$ cat src/design/wgs_pkg.sv
// Shared types, widths and helpers for the weighted gradient score block.
// No dependencies; imported by every module of the block.
package wgs_pkg;

  localparam int unsigned DATA_W   = 16;
  localparam int unsigned WGT_W    = 16;
  localparam int unsigned SUM_W    = 50;
  localparam int unsigned SCORE_W  = 16;
  localparam int unsigned ROWLEN_W = 9;
  localparam int unsigned SCALE_W  = 8;
  localparam int unsigned CFG_W    = 9;
  localparam int unsigned CFG_IDX_W = 1;

  localparam int unsigned MAX_COLS_DEF   = 256;
  localparam int unsigned FIFO_DEPTH_DEF = 4;

  localparam logic [ROWLEN_W-1:0] ROWLEN_RESET = 9'd64;
  localparam logic [SCALE_W-1:0]  SCALE_RESET  = 8'd200;

  localparam logic [CFG_IDX_W-1:0] REG_ROW_LENGTH  = 1'b0;
  localparam logic [CFG_IDX_W-1:0] REG_SCALE_WORST = 1'b1;

  typedef struct packed {
    logic [SUM_W-1:0] diff;
    logic [SUM_W-1:0] maxv;
  } sums_t;

  function automatic logic [SUM_W-1:0] sat_add(input logic [SUM_W-1:0] a,
                                               input logic [SUM_W-1:0] b);
    logic [SUM_W:0] s;
    s = {1'b0, a} + {1'b0, b};
    return s[SUM_W] ? {SUM_W{1'b1}} : s[SUM_W-1:0];
  endfunction

endpackage

$ cat src/design/wgs_fifo.sv
// Short queue of finished grid sums between the front end and the divider.
// Depends on wgs_pkg for the entry type.
module wgs_fifo #(
  parameter int unsigned DEPTH = 4
) (
  input  logic                         clk_i,
  input  logic                         rst_ni,
  input  logic                         push_i,
  input  wgs_pkg::sums_t               push_data_i,
  input  logic                         pop_i,
  output logic                         not_empty_o,
  output wgs_pkg::sums_t               head_o,
  output logic [$clog2(DEPTH+1)-1:0]   cnt_o
);
  import wgs_pkg::*;

  localparam int unsigned PTR_W = (DEPTH > 1) ? $clog2(DEPTH) : 1;
  localparam int unsigned CNT_W = $clog2(DEPTH + 1);

  sums_t            mem_q [DEPTH];
  logic [PTR_W-1:0] wr_q, rd_q;
  logic [CNT_W-1:0] cnt_q;
  logic             do_pop;

  assign do_pop      = pop_i & (cnt_q != '0);
  assign not_empty_o = (cnt_q != '0);
  assign head_o      = mem_q[rd_q];
  assign cnt_o       = cnt_q;

  always_ff @(posedge clk_i) begin
    if (push_i) begin
      mem_q[wr_q] <= push_data_i;
    end
  end

  always_ff @(posedge clk_i or negedge rst_ni) begin
    if (!rst_ni) begin
      wr_q  <= '0;
      rd_q  <= '0;
      cnt_q <= '0;
    end else begin
      if (push_i) begin
        wr_q <= (wr_q == PTR_W'(DEPTH - 1)) ? '0 : wr_q + PTR_W'(1);
      end
      if (do_pop) begin
        rd_q <= (rd_q == PTR_W'(DEPTH - 1)) ? '0 : rd_q + PTR_W'(1);
      end
      cnt_q <= cnt_q + CNT_W'(push_i) - CNT_W'(do_pop);
    end
  end

`ifndef SYNTHESIS
  a_pop_nonempty: assert property (@(posedge clk_i) disable iff (!rst_ni)
    pop_i |-> (cnt_q != '0))
    else $error("pop from empty queue");
`endif

endmodule

$ cat config.mk
export PLATFORM = sky130hd
export DESIGN_NAME = wgs_fifo
export DESIGN_NICKNAME = d
export VERILOG_FILES = /design/src/design/wgs_pkg.sv /design/src/design/wgs_fifo.sv
export SDC_FILE = /design/constraint.sdc
export NUM_CORES = 1
export LEC_CHECK = 0
export BUFFER_PORTS_ARGS = -buffer_cell sky130_fd_sc_hd__buf_4
export CAP_MARGIN = 20
export CORE_MARGIN = 5
export CORE_UTILIZATION = 45
export DETAILED_ROUTE_END_ITERATION = 10
export GPL_TIMING_DRIVEN = 0
export PLACE_DENSITY = 0.73
export SKIP_LAST_GASP = 1
export SYNTH_ARGS = -nofsm -noshare
export SYNTH_HDL_FRONTEND = slang
export SYNTH_SLANG_ARGS = --single-unit
export TNS_END_PERCENT = 100
$ cat constraint.sdc
create_clock -name clk_i -period 5.6 [get_ports clk_i]
set_clock_uncertainty 0.2 [all_clocks]
set_input_delay 0.56 -clock clk_i [delete_from_list [all_inputs] [get_ports clk_i]]
set_output_delay 0.56 -clock clk_i [all_outputs]
set_load 0.01 [all_outputs]
==> metrics.md <==
| Metric | Value |
|---|---|
| Status | `completed` |
| Layout Utilization | `0.567` |
| Hold Crit Start | `push_data_i[18]` |
| Largest area contributor in the netlist | `edfxtp_1` |
| RR Startpoint | `cnt_o[1]` |
| Clk_lat worst skew | `0.52 ns` |
| DR iter-0 viols | `about 330` |
| Maximum vdd drop | `0.308 mV` |
| Fill count | `2440` |
| Non-filler cells, final | `1289` |
| Setup crit end kind | `output port` |
| Hold_ws | `approximately 0.040 ns` |
| Pint | `7.09 mW` |
| Antenna fix cells | `0` |
| Area contributors post-synth | `edfxtp_1 81%, mux4_2 15%, dfrtp_1 1.2%` |
| Synthesized net count | `between 600 and 700` |
| R2r worst-path depth | `9` |
| Power density over cell area | `527 nW/um2` |
| Routed Antenna Nets | `0` |
| Core Region | `32500 um2` |
| Max-slew headroom | `0.489` |
| Sequential share of power | `0.412` |
| Final period util | `0.520` |
| Sequential-to-total area share from yosys stat | `0.821` |
| Yosys reg bits | `a little over 400` |
| Leakage power | `~6.3 nW` |
| Syn Inst Count | `between 500 and 600` |
| Starting Density | `0.456` |
| Root Buffer | `clkbuf_16` |
| RePlAce Congestion | `0.669` |
| Final period demand of the worst path | `between 2 and 3 ns` |
| Yosys top cell area share | `0.809` |
| DP Cell Count | `1213` |
| Crit path kind | `register to output port` |
| CP arrival | `between 2 and 2.5 ns` |
| Startpoint type of the worst setup path | `register` |
| Layout area overhead | `24.3%` |
| Vias per inst | `5.18` |
| RSZ-0062 raised after global routing | `false` |
| Clock power share | `0.281` |
| # IOs | `208` |
| CTS tree | `yes` |
| Req. time, crit path | `approximately 4.8 ns` |
| Endpoint of the worst hold path | `mem_q[0][18]` |
| Row cnt | `66` |
| Layout cells sized above 1 | `0.466` |
| DPL Wire Length | `17.4 mm` |
| DRC violations left | `0` |
| Placed standard-cell area | `around 17000 um2` |
| FF-to-FF End | `cnt_o[2]` |
| Synthesized cell area | `14800 um2` |
| Initial antenna violation count | `1` |
| Gate power share | `0.307` |
| H-Tree Depth | `2` |
| Net count, final | `927` |
| CP max FO | `10` |
| Post-Place Worst Slack | `2.99 ns` |
| Worst setup margin | `2.69 ns` |
| Die ar. | `36700 um2` |
| Vias post-DR | `6679` |
| Max Fclk | `343 MHz` |
| First-pass GRT wire length | `43.3 mm` |
| DIE HEIGHT | `192 um` |
| Synth warnings | `0` |
| Slew Viols, Final | `0` |
| Hold WC Path Type | `input pin to register` |
| Routed wire length | `28.4 mm` |
| Worst R2R Setup Slack | `2.96 ns` |
| Avg WL per Cell | `22.1 um` |
| P_sw | `2.65 mW` |
| Max Buffers Root-to-Sink | `3` |
| Total gr overflow | `0` |
| Switching Share | `0.272` |
| Design Area, Final | `18500 um2` |
| CTS Sinks | `slightly above 400` |
| CTS clk-pin slew, worst paths | `0.06 ns` |
| Post_cts resized | `0` |
| Post-synthesis cell type count | `19` |
| CTS Buf Count | `slightly above 40` |
| Final setup fails | `0` |
| Fin. Hold Viols | `0` |
| Vias in the first global route | `7342` |
| Slew @ Worst Pin | `0.767 ns` |
| Die width | `192 um` |
| Max-cap violations | `0` |
| Port bufs | `207` |
| Largest net degree at the start of global routing | `57` |
| Gr usage total | `0.155` |
| Initial DRT Pass Iterations | `4` |
| Syn Area/Cell | `approximately 27 um2` |
| Hold path cells | `1` |
[worst max-delay path, stage by stage (launching register included)]
cell and delay, ns:
dfrtp_1 0.36, buf_2 0.33, buf_2 0.39, mux4_2 0.39
buf_4 0.16
[synthesized netlist by cell type (all sizes together)]
master  count
mux4      100
dfrtp       7
nor2        1
or3         1
o31ai       1
o21ai       2
buf        21
or3b        1
inv         7
nand2       1
xnor2       2
mux2        2
fa          1
and2        4
edfxtp    400
clkbuf      1
ha          7
[layout make-up]
| class | instances | area [um2] | share of cell area |
|---|---|---|---|
| Buffer | 22 | 170 | 0.00922 |
| Clock buffer | 59 | 1160 | 0.0626 |
| Clock inverter | 16 | 201 | 0.0109 |
| Inverter | 7 | 26.3 | 0.00142 |
| Multi-Input combinational cell | 123 | 2470 | 0.134 |
| Sequential cell | 407 | 12200 | 0.660 |
| Tap cell | 442 | 553 | 0.0300 |
| Timing Repair Buffer | 213 | 1690 | 0.0918 |
[registers in the layout, summed over array words and instances, names as in the netlist]
register	flops
mem_q	400
cnt_o	3
rd_q	2
wr_q	2
[what timing repair did]
action	4_1_cts	5_1_grt
hold endpoints to repair	7	0
hold buffers	1	0
setup buffers	0	0
endpoints found under the setup margin	0	0
[cells in the final DEF, fill, tap and decap left out, drive strengths merged]
cell,n
xnor2,2
edfxtp,400
or3b,1
clkinv,10
buf,233
bufinv,5
nor2,1
mux2,2
inv,8
fa,1
and2,4
clkbuf,60
nand2,1
o21ai,2
or3,1
dfrtp,7
dlygate4sd3,1
mux4,100
ha,7
o31ai,1
[per-layer routing]
metal,wire (um),global-route usage
met5,13,0
met4,441,0.0340
met3,1850,0.0407
met2,14300,0.265
met1,11800,0.204
[kinds of logic (layout without fill, tap and decap cells)]
logic type	Yosys count	in the layout	share of synthesized area
simple gates	8	8	0.00320
mux	102	102	0.153
compound gates	3	3	0.00118
xor+xnor	2	2	0.00118
fa+ha+maj	8	8	0.00725
flops	407	407	0.821
buf+inv	29	317	0.0132
[power groups by stage]
stage | logic [mW] | registers [mW] | clock network, mW
final | 2.99 | 4.01 | 2.73
after global routing | 3.24 | 4.05 | 2.93
after CTS | 3.10 | 4.02 | 2.80
after detailed placement | 3.09 | 4.08 | 0
after global placement | 3.00 | 4.16 | 0
after floorplan | 1.72 | 4.09 | 0
[how the worst max path moves through the flow]
stage,to,cells past startpoint,startpoint,slack [ns]
after floorplan,mem_q[0][0],3,wr_q[0],2.00
after global placement,mem_q[1][55],2,push_i,-0.07
after detailed placement,cnt_o[2],9,cnt_o[1],2.99
after CTS,head_o[76],4,rd_q[1],2.59
after global routing,head_o[76],4,rd_q[1],2.55
final,head_o[76],4,rd_q[1],2.69
[metrics by stage]
stage	power, mW	setup TNS, ns
2_1_floorplan	5.82	0
3_5_place_dp	7.17	0
6_report	9.73	0
4_1_cts	9.91	0
5_1_grt	10.2	0
3_3_place_gp	7.16	-11.71
No activity file was read; power rests on OpenSTA's default activity.
