<file path="src/design/wgs_pkg.sv">
// Shared types, widths and helpers for the weighted gradient score block.
// No dependencies; imported by every module of the block.
package wgs_pkg;

  localparam int unsigned DATA_W   = 16;
  localparam int unsigned WGT_W    = 16;
  localparam int unsigned SUM_W    = 50;
  localparam int unsigned SCORE_W  = 16;
  localparam int unsigned ROWLEN_W = 9;
  localparam int unsigned SCALE_W  = 8;
  localparam int unsigned CFG_W    = 9;
  localparam int unsigned CFG_IDX_W = 1;

  localparam int unsigned MAX_COLS_DEF   = 256;
  localparam int unsigned FIFO_DEPTH_DEF = 4;

  localparam logic [ROWLEN_W-1:0] ROWLEN_RESET = 9'd64;
  localparam logic [SCALE_W-1:0]  SCALE_RESET  = 8'd200;

  localparam logic [CFG_IDX_W-1:0] REG_ROW_LENGTH  = 1'b0;
  localparam logic [CFG_IDX_W-1:0] REG_SCALE_WORST = 1'b1;

  typedef struct packed {
    logic [SUM_W-1:0] diff;
    logic [SUM_W-1:0] maxv;
  } sums_t;

  function automatic logic [SUM_W-1:0] sat_add(input logic [SUM_W-1:0] a,
                                               input logic [SUM_W-1:0] b);
    logic [SUM_W:0] s;
    s = {1'b0, a} + {1'b0, b};
    return s[SUM_W] ? {SUM_W{1'b1}} : s[SUM_W-1:0];
  endfunction

endpackage

</file>
<file path="src/design/wgs_div.sv">
// Back end: scales the diff sum by 100 in Q8.8 and divides it by the max sum
// bit by bit, rounds, saturates and holds the result. Depends on wgs_pkg.
module wgs_div (
  input  logic                          clk_i,
  input  logic                          rst_ni,
  input  logic [wgs_pkg::SCALE_W-1:0]   scale_worst_i,
  input  logic                          not_empty_i,
  input  wgs_pkg::sums_t                head_i,
  output logic                          pop_o,
  output logic                          out_valid_o,
  input  logic                          out_ready_i,
  output logic [wgs_pkg::SCORE_W-1:0]   score_o,
  output logic                          degenerate_o
);
  import wgs_pkg::*;

  localparam int unsigned T_W   = SUM_W + 7;
  localparam int unsigned CNT_W = $clog2(SCORE_W);

  localparam logic [2:0] ST_IDLE = 3'd0;
  localparam logic [2:0] ST_MUL  = 3'd1;
  localparam logic [2:0] ST_CHK  = 3'd2;
  localparam logic [2:0] ST_DIV  = 3'd3;
  localparam logic [2:0] ST_RND  = 3'd4;
  localparam logic [2:0] ST_OUT  = 3'd5;

  logic [2:0]         state_q;
  logic [SUM_W-1:0]   num_q, den_q, rem_q;
  logic [T_W-1:0]     t_q;
  logic [SCORE_W-1:0] nlow_q, quo_q, score_q;
  logic [CNT_W-1:0]   cnt_q;
  logic               degen_q;
  logic [SUM_W:0]     rem2, rem2_sub;

  assign pop_o        = (state_q == ST_IDLE) & not_empty_i;
  assign out_valid_o  = (state_q == ST_OUT);
  assign score_o      = score_q;
  assign degenerate_o = degen_q;

  assign rem2     = {rem_q, nlow_q[SCORE_W-1]};
  assign rem2_sub = rem2 - {1'b0, den_q};

  always_ff @(posedge clk_i or negedge rst_ni) begin
    if (!rst_ni) begin
      state_q <= ST_IDLE;
    end else begin
      unique case (state_q)
        ST_IDLE: if (not_empty_i) state_q <= ST_MUL;
        ST_MUL:  state_q <= ST_CHK;
        ST_CHK: begin
          if (den_q == '0 || {1'b0, t_q} >= {den_q, 8'b0}) begin
            state_q <= ST_OUT;
          end else begin
            state_q <= ST_DIV;
          end
        end
        ST_DIV:  if (cnt_q == '0) state_q <= ST_RND;
        ST_RND:  state_q <= ST_OUT;
        ST_OUT:  if (out_ready_i) state_q <= ST_IDLE;
        default: state_q <= ST_IDLE;
      endcase
    end
  end

  // x100 as x64 + x32 + x4, then x256 by position
  always_ff @(posedge clk_i) begin
    case (state_q)
      ST_IDLE: begin
        num_q <= head_i.diff;
        den_q <= head_i.maxv;
        t_q   <= {1'b0, head_i.diff, 6'b0} + {2'b0, head_i.diff, 5'b0};
      end
      ST_MUL: t_q <= t_q + {5'b0, num_q, 2'b0};
      ST_CHK: begin
        rem_q  <= SUM_W'(t_q[T_W-1:8]);
        nlow_q <= {t_q[7:0], 8'b0};
        quo_q  <= '0;
        cnt_q  <= CNT_W'(SCORE_W - 1);
        if (den_q == '0) begin
          score_q <= {scale_worst_i, 8'b0};
          degen_q <= 1'b1;
        end else begin
          score_q <= {SCORE_W{1'b1}};
          degen_q <= 1'b0;
        end
      end
      ST_DIV: begin
        if (!rem2_sub[SUM_W] || rem2[SUM_W]) begin
          rem_q <= rem2_sub[SUM_W-1:0];
          quo_q <= {quo_q[SCORE_W-2:0], 1'b1};
        end else begin
          rem_q <= rem2[SUM_W-1:0];
          quo_q <= {quo_q[SCORE_W-2:0], 1'b0};
        end
        nlow_q <= {nlow_q[SCORE_W-2:0], 1'b0};
        cnt_q  <= cnt_q - CNT_W'(1);
      end
      ST_RND: begin
        if ({rem_q, 1'b0} >= {1'b0, den_q} && quo_q != {SCORE_W{1'b1}}) begin
          score_q <= quo_q + SCORE_W'(1);
        end else begin
          score_q <= quo_q;
        end
      end
      default: begin
      end
    endcase
  end

`ifndef SYNTHESIS
  a_div_nonzero: assert property (@(posedge clk_i) disable iff (!rst_ni)
    (state_q == ST_DIV) |-> (den_q != '0))
    else $error("division entered with zero divisor");
  a_degen_q88: assert property (@(posedge clk_i) disable iff (!rst_ni)
    (out_valid_o && degenerate_o) |-> (score_o[7:0] == 8'd0))
    else $error("degenerate score has a fraction");
  a_rem_bound: assert property (@(posedge clk_i) disable iff (!rst_ni)
    (state_q == ST_RND) |-> (rem_q < den_q))
    else $error("remainder not below divisor");
`endif

endmodule

</file>
<file path="config.mk">
export PLATFORM = sky130hd
export DESIGN_NAME = wgs_div
export DESIGN_NICKNAME = d
export VERILOG_FILES = /design/src/design/wgs_pkg.sv /design/src/design/wgs_div.sv
export SDC_FILE = /design/constraint.sdc
export NUM_CORES = 1
export LEC_CHECK = 0
export ABC_AREA = 1
export ABC_CLOCK_PERIOD_IN_PS = 8130
export BUFFER_PORTS_ARGS = -buffer_cell sky130_fd_sc_hd__buf_2
export CAP_MARGIN = 10
export CORE_MARGIN = 8
export CORE_UTILIZATION = 60
export DETAILED_ROUTE_END_ITERATION = 7
export PLACE_DENSITY_LB_ADDON = 0.3
export SYNTH_ARGS = -nofsm -noshare
export SYNTH_HDL_FRONTEND = slang
export SYNTH_SLANG_ARGS = --single-unit
</file>
<file path="constraint.sdc">
create_clock -name clk_i -period 8.13 [get_ports clk_i]
set_input_delay 1.626 -clock clk_i [delete_from_list [all_inputs] [get_ports clk_i]]
set_output_delay 1.626 -clock clk_i [all_outputs]
set_load 0.05 [all_outputs]
</file>
==> impl_metrics.csv <==
group,metric,value,unit
floorplan,dieArea,47100,sq um
clock_tree,cts_tree,"yes",
floorplan,start_util,60.9,%
setup_path,r2r-end,"rem_q[45]$_DFFE_PP_",
yosys,synth-seq-cells,251,
run_status,status,"finished, final reports clean",
global_route,globalRouteOverflowTotal,0,
final_layout,multi_input_area,14300,sq um
final_layout,utilization,66.1,%
setup_path,r2r_cells,15,
sta,finClkSkew,25.8,ps
sta,finalSetupTns,0,ps
yosys,yosysSeqAreaShare,31.0,%
sta,slew_viol_final,0,
setup_path,r2r_slack,4760,ps
final_layout,area_growth,8.65,%
sta,fin_hold_ws,528,ps
global_route,antenna_found_initial,1,
placement,port_buffers,130,
drt,drcViolationCount,0,
sta,finalHoldViolCount,0,
floorplan,rows,73,
sta,period_needed,3760,ps
setup_path,critical_path_class,"input pin to output pin",
floorplan,core,39800,sq um
sta,rsz0062_at_grt,"no",
drt,wl_per_cell,19.5,um
sta,worst_pin_slew,930,ps
clock_tree,cts_buffers,31,
setup_path,end_kind,"output pin",
worst_hold_path,hold_depth,2,
global_route,grt_pass1_vias,23800,
final_layout,seqCellArea,7520,sq um
drt,ant_nets,0,
power,ir_drop,0.267,mV
final_layout,nNetsFinal,4074,
worst_hold_path,hold_path.class,"register to register",
clock_tree,clk_pin_slew_worst_paths,60,ps
clock_tree,htreeDepth,1,
yosys,synth_edf_count,248,
final_layout,fillers,3764,
floorplan,ios,131,
drt,vias_per_cell,5.77,
yosys,avgSynthCellArea,6.68,sq um
placement,hpwlAfterDp,68800,um
power,p_leak,12.8,nW
drt,dr.first_iter.drc_count,2803,
global_route,grt_max_degree,70,
clock_tree,max-clock-path-buffers,3,
clock_tree,cts_resized,0,
worst_hold_path,whs_endpoint,"nlow_q[12]$_DFFE_PP_",
yosys,netlist_area,24200,sq um
power,powerDensity,454,nW/um^2
drt,drtPass1Iterations,6,
drt,wl,84100,um
clock_tree,post_cts_buffers,0,
yosys,synth.distinct_cells,49,
setup_path,critPathRequiredTime,6500,ps
yosys,syn-num-nets,3948,
sta,slew_headroom,37.3,%
clock_tree,postCtsHoldBufs,0,
placement,gp_congestion,1.05,
global_route,grt_util_all_layers,34.7,%
sta,period_share,46.3,%
floorplan,die_h,217,um
yosys,ys.flop_type,"edfxtp_1",
setup_path,startpoint_type,"input pin",
yosys,ys_warn_count,0,
sta,setup_viol,0,
drt,route.vias.total,24900,
yosys,synthArstFlopShare,1.20,%
floorplan,die_x,217,um
sta,max_freq,0.266,GHz
clock_tree,clkLatencyLatePin,600,ps
setup_path,worstPathMaxFanout,2,
setup_path,r2r-start,"den_q[0]$_DFFE_PN_",
job,max-cap-violations,0,
worst_hold_path,hp-start,"nlow_q[11]$_DFFE_PP_",
global_route,grt_pass1_wl,129000,um
final_layout,layout-drive-gt1-share,7.27,%
clock_tree,cts_sinks,251,
yosys,synthCells,3631,
setup_path,arrival,2140,ps
clock_tree,clock-root-buffer,"clkbuf_16",
## metrics by stage
stage / worst slack [ps] / instance area [sq um] / power [mW] / cells
2_1_floorplan: 565 / 24200 / 8.23 / 3631
3_5_place_dp: 3840 / 25400 / 10.4 / 4249
4_1_cts: 4370 / 26300 / 11.7 / 4307
3_3_place_gp: 3800 / 25400 / 10.3 / 4249
6_report: 4370 / 26300 / 12.0 / 4308
5_1_grt: 4280 / 26300 / 12.9 / 4308
## routing by layer
| metal | part of all wire, % | vias up | track usage, % |
|---|---|---|---|
| met3 | 8.2 | 236 | 4.62 |
| met5 | 0 | - | 0 |
| li1 | - | 12200 | - |
| met2 | 45 | 1105 | 56.5 |
| met1 | 41 | 11300 | 45.1 |
| met4 | 5.8 | 0 | 17.7 |
## cell usage after synthesis (2+ instances only)
cell type / n / area, sq um
nand2_1: 1168 / 4380
inv_1: 567 / 2130
nor2_1: 331 / 1240
nand3_1: 260 / 1300
a21oi_1: 252 / 1260
edfxtp_1: 248 / 7450
ha_1: 202 / 2530
o21ai_0: 169 / 846
nand4_1: 95 / 594
nor3_1: 39 / 195
nand3b_1: 32 / 240
xnor2_1: 30 / 263
nand2_2: 24 / 150
o21bai_1: 22 / 165
clkbuf_1: 21 / 78.8
xor2_1: 19 / 166
o21a_1: 15 / 113
a21o_1: 11 / 82.6
nor2_2: 11 / 68.8
buf_6: 10 / 113
inv_2: 10 / 37.5
or2_2: 9 / 56.3
buf_4: 7 / 52.6
nor2_4: 7 / 78.8
nor4_1: 7 / 43.8
a21boi_0: 6 / 45.0
buf_2: 6 / 30.0
o21ai_1: 6 / 30.0
and2_1: 4 / 25.0
nand3_2: 4 / 40.0
o211ai_1: 4 / 30.0
a21oi_2: 3 / 26.3
and3_1: 3 / 18.8
buf_1: 3 / 11.3
dfrtp_1: 3 / 75.1
fa_1: 3 / 60.1
nor3_2: 3 / 30.0
o21ai_2: 3 / 26.3
a22oi_1: 2 / 15.0
clkinv_1: 2 / 7.51
nor3b_1: 2 / 15.0
## critical path, stage by stage
cell and delay (ps):
buf_2 80, inv_1 40, nor2_1 120, buf_2 280
## registers in the layout, summed over array words and instances (netlist names)
name	cells
score_o	16
den_q	50
num_q	50
state_q	3
rem_q	50
cnt_q	4
nlow_q	6
t_q	55
degenerate_o	1
quo_q	16
## cell families after synthesis
logic type                 count (synthesis)  synth area share (%)
AOI/OAI and AO/OA                        495                  10.9
and+or+nand+nor                         2004                  35.4
xor gates and xnor gates                  49                  1.77
DFF                                      251                  31.0
adders and majority gates                205                  10.7
buffers and inverters                    627                  10.2
## report_power, final
part,internal [mW],switching [mW]
logic,2.39,5.39
registers,2.30,0.529
clock network,0.737,0.596
## placed cells by master (no fill, tap or decap), types with 25 or more instances in the layout
cell type,n
inv_1,566
nand4_1,95
nand3_1,260
nand3b_1,32
nand2_1,1166
edfxtp_1,248
nor3_1,39
buf_2,130
a21oi_1,252
ha_1,202
xnor2_1,30
nor2_1,329
clkbuf_16,31
nand2_2,25
o21ai_0,169
## layout make-up
class,count,share of cell area [%]
antenna,1,0.00950
clock inverter,24,0.679
inverter,579,8.25
multi-input combinational,2753,54.2
tap,525,2.49
clock buffer,34,2.99
sequential,251,28.6
timing repair buffer,141,2.78
## worst max-delay path by stage
stage / slack (ps) / from / cells past startpoint / to
CTS: 4370 / not_empty_i / 4 / pop_o
detailed placement: 3840 / head_i[51] / 13 / t_q[28]$_DFFE_PP_
global placement: 3800 / head_i[51] / 13 / t_q[28]$_DFFE_PP_
floorplan: 560 / state_q[1]$_DFFE_PN0P_ / 5 / pop_o
global route: 4280 / head_i[51] / 16 / t_q[44]$_DFFE_PP_
finish: 4370 / not_empty_i / 4 / pop_o
Note: power is estimated with default switching activity, not from simulation.
